`config.mk`:
```
export PLATFORM = sky130hd
export DESIGN_NAME = priority_ordered_handle_list
export DESIGN_NICKNAME = d
export VERILOG_FILES = /design/src/pohl_pkg.sv /design/src/pohl_ram.sv /design/src/priority_ordered_handle_list.sv
export VERILOG_INCLUDE_DIRS = /design/src /design/src/src
export SDC_FILE = /design/constraint.sdc
export NUM_CORES = 2
export LEC_CHECK = 0
export BUFFER_PORTS_ARGS = -buffer_cell sky130_fd_sc_hd__buf_2
export CAP_MARGIN = 30
export CORE_MARGIN = 2
export CORE_UTILIZATION = 50
export CTS_CLUSTER_DIAMETER = 150
export CTS_CLUSTER_SIZE = 30
export DETAILED_ROUTE_END_ITERATION = 10
export GPL_TIMING_DRIVEN = 0
export PLACE_DENSITY = 0.68
export SLEW_MARGIN = 20
export SYNTH_ARGS = -nofsm -noshare
export SYNTH_HDL_FRONTEND = slang
export SYNTH_HIERARCHICAL = 1
export SYNTH_SLANG_ARGS = --single-unit
```
`constraint.sdc`:
```
create_clock -name clk -period 6.4 [get_ports clk]
set_input_delay 0.64 -clock clk [delete_from_list [all_inputs] [get_ports clk]]
set_output_delay 0.64 -clock clk [all_outputs]
set_load 0.01 [all_outputs]
```
`src/priority_ordered_handle_list_assert.svh`:
```
// ---------------------------------------------------------------------------
// Assertion macros for the priority-ordered handle list.
// Each use expands to one labeled concurrent assertion on clk, gated by rst.
// ---------------------------------------------------------------------------
`ifndef PRIORITY_ORDERED_HANDLE_LIST_ASSERT_SVH
`define PRIORITY_ORDERED_HANDLE_LIST_ASSERT_SVH

// Invariant that holds at every clock edge out of reset.
`define POHL_ASSERT(label, cond, msg) \
  label: assert property (@(posedge clk) disable iff (rst) (cond)) else $error(msg);

// Same-cycle implication.
`define POHL_ASSERT_IMP(label, ante, cons, msg) \
  label: assert property (@(posedge clk) disable iff (rst) (ante) |-> (cons)) \
    else $error(msg);

`endif

```
`src/pohl_pkg.sv`:
```
// ---------------------------------------------------------------------------
// pohl_pkg
// Request/response types and codes for the priority-ordered handle list.
// ---------------------------------------------------------------------------
package pohl_pkg;

  // Action codes
  localparam logic [1:0] ACT_ADD    = 2'd0;
  localparam logic [1:0] ACT_REMOVE = 2'd1;
  localparam logic [1:0] ACT_FIND   = 2'd2;
  localparam logic [1:0] ACT_READ   = 2'd3;

  // Status codes
  localparam logic [2:0] ST_OK       = 3'd0;
  localparam logic [2:0] ST_NULL     = 3'd1;
  localparam logic [2:0] ST_DUP      = 3'd2;
  localparam logic [2:0] ST_FULL     = 3'd3;
  localparam logic [2:0] ST_NOTFOUND = 3'd4;

  // One stored entry: handle in the upper half, priority in the lower half
  localparam int HANDLE_W = 32;
  localparam int PRIO_W   = 32;
  localparam int WORD_W   = HANDLE_W + PRIO_W;

  typedef struct packed {
    logic [1:0]         action;
    logic [31:0]        handle;
    logic signed [31:0] priority_req;
    logic [4:0]         slot_index;
  } req_t;

  typedef struct packed {
    logic [2:0]         status;
    logic               present;
    logic [5:0]         entry_count;
    logic               slot_valid;
    logic [31:0]        slot_handle;
    logic signed [31:0] slot_priority;
  } rsp_t;

endpackage

```
`src/pohl_ram.sv`:
```
// ---------------------------------------------------------------------------
// pohl_ram
// Generic simple dual-port RAM: one write port, one read port, registered read.
// ---------------------------------------------------------------------------
module pohl_ram #(
  parameter int WIDTH = 64,
  parameter int DEPTH = 32
) (
  input  logic                     clk,
  input  logic                     wr_en,
  input  logic [$clog2(DEPTH)-1:0] wr_addr,
  input  logic [WIDTH-1:0]         wr_data,
  input  logic                     rd_en,
  input  logic [$clog2(DEPTH)-1:0] rd_addr,
  output logic [WIDTH-1:0]         rd_data
);

  logic [WIDTH-1:0] mem [DEPTH];

  always_ff @(posedge clk) begin
    if (wr_en) begin
      mem[wr_addr] <= wr_data;
    end
    if (rd_en) begin
      rd_data <= mem[rd_addr];
    end
  end

endmodule

```
`src/priority_ordered_handle_list.sv`:
```
// ---------------------------------------------------------------------------
// priority_ordered_handle_list
// List of nonzero handles kept in descending priority order in one RAM.
// ---------------------------------------------------------------------------
// Usage:
//   A request (req, req_valid/req_ready) carries an action: add, remove,
//   find or read slot. Each request yields exactly one response
//   (rsp, rsp_valid/rsp_ready) with status, presence and entry count.
//   One request is in flight at a time; req_ready is high only when idle.
//   After a request is accepted, the entry RAM is scanned once to locate
//   the handle and the insertion point, a decision step follows, then an
//   add or remove moves the entries behind the target one per cycle
//   through the RAM's single read and write port, and an add writes the
//   new entry. The response sits in an output register; while the
//   receiver stalls, the next request is accepted and processed and
//   waits in its last step.
//   Reset (rst, synchronous) empties the list at once; the RAM is not
//   cleared since only entries below the count are ever read.
// ---------------------------------------------------------------------------
`include "priority_ordered_handle_list_assert.svh"

module priority_ordered_handle_list #(
  parameter int MAX_ENTRIES = 32
) (
  input  logic           clk,
  input  logic           rst,
  input  logic           req_valid,
  output logic           req_ready,
  input  pohl_pkg::req_t req,
  output logic           rsp_valid,
  input  logic           rsp_ready,
  output pohl_pkg::rsp_t rsp
);

  localparam int AW   = $clog2(MAX_ENTRIES);
  localparam int CW   = $clog2(MAX_ENTRIES + 1);
  localparam int CMPW = (CW > 5) ? CW : 5;

  typedef enum logic [2:0] {
    S_IDLE,
    S_SCAN,
    S_DECIDE,
    S_SHIFT,
    S_INSERT,
    S_SLOT,
    S_RESP
  } state_t;

  state_t         state;
  logic [CW-1:0]  cnt;
  pohl_pkg::req_t r;
  pohl_pkg::rsp_t res;

  // scan bookkeeping
  logic [CW-1:0]  ptr;
  logic           pend;
  logic [AW-1:0]  paddr;
  logic           found;
  logic [AW-1:0]  pos;
  logic           at_found;
  logic [CW-1:0]  at;

  // shift bookkeeping
  logic [CW-1:0]  rp;
  logic [CW-1:0]  rem;
  logic           dir_down;
  logic [AW-1:0]  wq;

  // RAM port signals
  logic                       rd_en;
  logic [AW-1:0]              rd_addr;
  logic [pohl_pkg::WORD_W-1:0] rd_data;
  logic                       wr_en;
  logic [AW-1:0]              wr_addr;
  logic [pohl_pkg::WORD_W-1:0] wr_data;

  logic [31:0]        rd_handle;
  logic signed [31:0] rd_prio;
  logic               slot_ok;
  logic               hit_present;

  assign rd_handle   = rd_data[pohl_pkg::WORD_W-1:pohl_pkg::PRIO_W];
  assign rd_prio     = $signed(rd_data[pohl_pkg::PRIO_W-1:0]);
  assign slot_ok     = CMPW'(r.slot_index) < CMPW'(cnt);
  assign hit_present = found && (r.handle != '0);
  assign req_ready   = (state == S_IDLE);

  // Entry storage
  pohl_ram #(
    .WIDTH(pohl_pkg::WORD_W),
    .DEPTH(MAX_ENTRIES)
  ) u_ram (
    .clk    (clk),
    .wr_en  (wr_en),
    .wr_addr(wr_addr),
    .wr_data(wr_data),
    .rd_en  (rd_en),
    .rd_addr(rd_addr),
    .rd_data(rd_data)
  );

  // RAM access per state
  always_comb begin
    rd_en   = 1'b0;
    rd_addr = ptr[AW-1:0];
    wr_en   = 1'b0;
    wr_addr = wq;
    wr_data = rd_data;
    case (state)
      S_SCAN: begin
        rd_en = (ptr < cnt);
      end
      S_DECIDE: begin
        rd_en   = (r.action == pohl_pkg::ACT_READ) && slot_ok;
        rd_addr = AW'(r.slot_index);
      end
      S_SHIFT: begin
        rd_en   = (rem != '0);
        rd_addr = rp[AW-1:0];
        wr_en   = pend;
      end
      S_INSERT: begin
        wr_en   = 1'b1;
        wr_addr = at[AW-1:0];
        wr_data = {r.handle, r.priority_req};
      end
      default: begin
      end
    endcase
  end

  // Sequencer
  always_ff @(posedge clk) begin
    if (rst) begin
      state     <= S_IDLE;
      cnt       <= '0;
      pend      <= 1'b0;
      rsp_valid <= 1'b0;
    end else begin
      if (rsp_valid && rsp_ready) begin
        rsp_valid <= 1'b0;
      end
      case (state)
        S_IDLE: begin
          if (req_valid) begin
            r        <= req;
            ptr      <= '0;
            pend     <= 1'b0;
            found    <= 1'b0;
            at_found <= 1'b0;
            at       <= cnt;
            state    <= S_SCAN;
          end
        end

        // Walk all stored entries: first handle match and first lower priority
        S_SCAN: begin
          if (ptr < cnt) begin
            ptr <= ptr + 1'b1;
          end
          pend  <= (ptr < cnt);
          paddr <= ptr[AW-1:0];
          if (pend) begin
            if (!found && (rd_handle == r.handle)) begin
              found <= 1'b1;
              pos   <= paddr;
            end
            if (!at_found && (r.priority_req > rd_prio)) begin
              at_found <= 1'b1;
              at       <= CW'(paddr);
            end
          end
          if (!(ptr < cnt) && !pend) begin
            state <= S_DECIDE;
          end
        end

        S_DECIDE: begin
          res.status        <= pohl_pkg::ST_OK;
          res.present       <= hit_present;
          res.entry_count   <= '0;
          res.slot_valid    <= 1'b0;
          res.slot_handle   <= '0;
          res.slot_priority <= '0;
          pend              <= 1'b0;
          state             <= S_RESP;
          case (r.action)
            pohl_pkg::ACT_ADD: begin
              if (r.handle == '0) begin
                res.status <= pohl_pkg::ST_NULL;
              end else if (hit_present) begin
                res.status <= pohl_pkg::ST_DUP;
              end else if (cnt == CW'(MAX_ENTRIES)) begin
                res.status <= pohl_pkg::ST_FULL;
              end else if (at == cnt) begin
                state <= S_INSERT;
              end else begin
                // move entries at..cnt-1 down by one, last first
                rp       <= cnt - 1'b1;
                rem      <= cnt - at;
                dir_down <= 1'b1;
                state    <= S_SHIFT;
              end
            end
            pohl_pkg::ACT_REMOVE: begin
              if (!hit_present) begin
                res.status <= pohl_pkg::ST_NOTFOUND;
              end else begin
                // move entries pos+1..cnt-1 up by one, first first
                rp       <= CW'(pos) + 1'b1;
                rem      <= cnt - CW'(pos) - 1'b1;
                dir_down <= 1'b0;
                state    <= S_SHIFT;
              end
            end
            pohl_pkg::ACT_READ: begin
              if (slot_ok) begin
                state <= S_SLOT;
              end
            end
            default: begin
            end
          endcase
        end

        // One read issued and one write retired per cycle
        S_SHIFT: begin
          if (rem != '0) begin
            rp   <= dir_down ? (rp - 1'b1) : (rp + 1'b1);
            rem  <= rem - 1'b1;
            wq   <= dir_down ? AW'(rp + 1'b1) : AW'(rp - 1'b1);
            pend <= 1'b1;
          end else begin
            pend <= 1'b0;
          end
          if ((rem == '0) && !pend) begin
            if (dir_down) begin
              state <= S_INSERT;
            end else begin
              cnt   <= cnt - 1'b1;
              state <= S_RESP;
            end
          end
        end

        S_INSERT: begin
          cnt   <= cnt + 1'b1;
          state <= S_RESP;
        end

        S_SLOT: begin
          res.slot_valid    <= 1'b1;
          res.slot_handle   <= rd_handle;
          res.slot_priority <= rd_prio;
          state             <= S_RESP;
        end

        // Hand the response to the output register once it is free
        S_RESP: begin
          if (!rsp_valid || rsp_ready) begin
            rsp       <= '{status:        res.status,
                           present:       res.present,
                           entry_count:   6'(cnt),
                           slot_valid:    res.slot_valid,
                           slot_handle:   res.slot_handle,
                           slot_priority: res.slot_priority};
            rsp_valid <= 1'b1;
            state     <= S_IDLE;
          end
        end

        default: begin
          state <= S_IDLE;
        end
      endcase
    end
  end

  // Checks
  `POHL_ASSERT(a_cnt_max, cnt <= CW'(MAX_ENTRIES), "entry count above capacity")
  `POHL_ASSERT_IMP(a_wr_state, wr_en, (state == S_SHIFT) || (state == S_INSERT), "stray RAM write")
  `POHL_ASSERT_IMP(a_wr_range, wr_en, CW'(wr_addr) <= cnt, "RAM write beyond list end")
  `POHL_ASSERT_IMP(a_scan_range, (state == S_SCAN) && pend, CW'(paddr) < cnt, "scan past count")

endmodule
```
==> reports/summary.log <==
[yosys] fraction of registers with async set/reset 0%
[pwr] clock network fraction of total power 17.0%
[placed_design] count of input and output buffers 151
[critical_path] startpoint of the worst-slack reg-to-reg timing path state[0]
[critical_path] Worst Path Required 6860 ps
[yosys] Syn Inst Count 4133
[placed_design] Final Wtd Congestion 0.8320
[drt] First DRT Iteration DRCs 7333
[yosys] area share of the leading cell type in the synthesized netlist 77.26%
[worst_hold_path] Tightest Hold Check Type input port to flip-flop
[pwr] share of total power consumed by net switching 32.19%
[yosys] Mapped Avg Cell Area 22.27 µm²
[critical_path] worst r2r dst u_ram/rd_data[52]
[yosys] adder-cell area share of the yosys netlist 0.8319%
[yosys] basic-gate share of the synthesized area counting and, or, nand and nor cells 2.208%
[layout] share of post-route cells with drive strength above 1 29.43%
[critical_path] critical path class flip-flop to flip-flop
[grt] global routing usage summed across all routing layers 26.95%
[placed_design] placed cell count 6969
[timing] maximum operating frequency 0.1921 GHz
[timing] setup-violating endpoint count in the final report 0
[yosys] net count of the mapped netlist 4268
[pwr] worst vdd rail ir drop 0.0002395 V
[pwr] post-layout total power 41.72 mW
[yosys] top area cells in the synthesized netlist edfxtp_1, mux4_2, mux2_2, ha_1, nand2_1
[placed_design] half-perimeter wire length after placement 176300 µm
[layout] area overhead of the layout relative to synthesis 13.04%
[layout] FF+latch area 0.07133 mm²
[clock_network] deepest level of the CTS H-tree 3
[layout] leading cell type in the layout, fill and taps excluded edfxtp_1
[floorplanning] Die Width 433.1 µm
[timing] transition at the pin with the smallest max-transition slack 1081 ps
[yosys] number of warnings printed during yosys synthesis 6
[drt] drc violations 0
[run] # Max-Cap Violations 0
[pwr] combinational share of power 34.0%
[layout] area used by multi-input combinational logic 0.01993 mm²
[worst_hold_path] Cells on Worst Hold Path 1
[drt] total routed wirelength 252600 µm
[yosys] largest family of logic cells by synthesized area multiplexers
[yosys] primary flip-flop cell chosen by synthesis mapping edfxtp_1
[pwr] total power density per cell area 401.0 mW/mm²
[worst_hold_path] worst min-delay path startpoint req[2]
[layout] number of nets in the finished design 4788
[timing] worst setup skew after layout 45.72 ps
[pwr] leakage power summed over all cells 32.62 nW
[critical_path] largest fanout on the critical path 10
[grt] number of global-route vias before repair 44680
[yosys] xor-xnor portion of the synthesized cell area 0.5995%
[floorplanning] floorplan die area 0.1875 mm²
[drt] total number of vias 45800
[placed_design] setup slack at placement 1388 ps
[floorplanning] ports placed on the boundary 152
[pwr] reported net switching power 13.43 mW
[worst_hold_path] capture endpoint of the worst hold path r[2]
[critical_path] type of element launching the critical path flip-flop
[timing] final number of hold-violating endpoints 0
[clock_network] clock tree buffer depth 3
[yosys] portion of netlist area occupied by mux cells 16.14%
[timing] least setup slack across all paths after layout 1193 ps
[run_status] outcome finished, final reports clean
[yosys] library cell occupying the most area in the post-synthesis netlist edfxtp_1
[critical_path] critical path endpoint category flip-flop
[clock_network] count of hold-fix buffers inserted at cts 26
[layout] final cell count without fillers 7136
[clock_network] Num Clock Sinks 2379
[grt] number of antenna violations at the first check in global routing 4
[yosys] compound-gate portion of the synthesized area 1.414%
[yosys] number of enable flip-flop cells after synthesis 2368
[yosys] sequential cell area fraction in the yosys report 77.50%
[clock_network] clock input transition at the sequential cells of the worst setup and hold paths 120 ps
[critical_path] setup slack of the most critical reg-to-reg path 1190 ps
[drt] detail-routed via count per cell 6.419
[grt] total gr overflow 0
[layout] # fillers 13170
[clock_network] CTS Root Cell clkbuf_16
[timing] total count of max-transition violations in the final report 0
[pwr] sequential fraction of design power 48.9%
[yosys] number of synthesized register bits 2379
[critical_path] data arrival time of the critical path 5670 ps
[drt] final routed wire length divided by cell count 35.39 µm
[clock_network] number of resized instances in the post-cts repair step 0
[yosys] Unique masters post-synth 66
[timing] minimum clock period after layout 5207 ps
[timing] tightest slew margin relative to the limit 27.95%
[yosys] post-synth design cell area 0.09204 mm²
[clock_network] total setup buffers inserted after CTS 0
[critical_path] Worst R2R Path Depth 10
[grt] pin count of the biggest net entering global routing 33
[floorplanning] Cell Rows 157
[clock_network] clock buffers created by TritonCTS 89
[grt] global-route wire length before repair 347800 µm
[drt] length of the first detailed-routing pass in iterations 6
[layout] highest-count cells in the layout ignoring fill and taps edfxtp_1, mux4_2, buf_2
[timing] RSZ-0062 raised after global routing false
[clock_network] CTS tree built
[timing] share of the clock period used by the worst path 81.36%
[pwr] Cell Int Power 28.29 mW
[floorplanning] starting density of the core 50.27%
[floorplanning] die boundary height 433.1 µm
[clock_network] worst-skew pair later-pin latency 790 ps
[drt] antenna-violating nets left 0
[floorplanning] core footprint 0.1831 mm²
-- logic make-up (layout without fill, tap and decap cells) --
| group | Yosys count | count (layout) |
|---|---|---|
| flops | 2379 | 2379 |
| mux | 722 | 722 |
| simple gates | 437 | 437 |
| buf+inv | 265 | 801 |
| compound gates | 207 | 207 |
| xor+xnor | 63 | 63 |
| fa+ha+maj | 60 | 60 |
| other cells | 0 | 3 |
-- layout make-up --
type                       count  share of cell area [%]
timing repair buffer         429                   5.817
clock inverter                 6                 0.09620
buffer                       200                  0.9476
multi-input combinational   1489                   19.16
tap                         2464                   2.963
clock buffer                 101                   2.225
sequential                  2379                   68.55
inverter                      65                  0.2345
antenna                        3                0.007215
-- critical path: stages, from the launching register on --
cell,delay (ps)
dfxtp_1,470
clkbuf_1,480
mux2i_1,150
o21ai_0,180
clkbuf_1,350
buf_2,520
buf_2,510
clkbuf_1,720
buf_2,540
mux2i_1,160
a221oi_1,760
-- cell usage after synthesis (all sizes together) (5+ instances only) --
cell type  count
mux2i         46
nor2b         11
a211oi        12
edfxtp      2368
a21oi         40
xnor2         24
nor2         110
o211ai         9
a21o           7
nor4          19
a221oi        13
nand4         18
or3            6
ha            58
mux4         602
nor3          12
mux2          74
dfxtp         11
xor2          39
nand2b         5
o22ai         11
nand3b         6
inv           65
nand3         18
and2          38
clkbuf        88
o21ai         80
buf          112
a31oi          5
nand2        175
and3           7
-- layer usage --
layer | GRT usage (%) | vias to the layer above | share of wire, %
li1 | - | 18120 | -
met1 | 37.08 | 24510 | 37
met2 | 43.73 | 2814 | 49
met3 | 5.118 | 368 | 11
met4 | 9.139 | 0 | 3.7
met5 | 0 | - | 0
-- power groups by stage --
stage / clock, mW / sequential [mW] / combinational, mW
2_1_floorplan: 0 / 20.7 / 8.34
3_3_place_gp: 0 / 21.1 / 12.6
3_5_place_dp: 0 / 20.8 / 13.7
5_1_grt: 7.67 / 20.4 / 14.8
6_report: 7.11 / 20.4 / 14.2
4_1_cts: 7.20 / 20.5 / 13.8
-- state kept, by name, indices dropped and copies added, names as in the netlist, 64 cells and up --
name,cells
res,69
r,71
rsp,75
u_ram/mem,2048
u_ram/rd_data,64
-- worst max-delay path by stage --
stage	slack, ps	startpoint	end	cells after the start
after floorplan	1240	state[0]	u_ram/mem[28][0]	11
after global placement	-4920	state[0]	u_ram/mem[24][24]	8
after detailed placement	1390	state[0]	u_ram/rd_data[52]	10
after CTS	1260	state[0]	u_ram/rd_data[52]	10
after global routing	1110	state[0]	u_ram/mem[25][24]	13
final	1190	state[0]	u_ram/rd_data[52]	10
-- stage by stage --
step	hold WS, ps	util, %	cell area, µm²	setup TNS, ps
2_1_floorplan	400.3	-	92050	0
3_3_place_gp	402.7	52.37	95890	-9584650
3_5_place_dp	404.5	55.12	100900	0
4_1_cts	0.1079	56.58	103600	0
5_1_grt	18.64	56.83	104000	0
6_report	41.64	56.83	104000	0
Note: power is estimated with default switching activity, not from simulation.
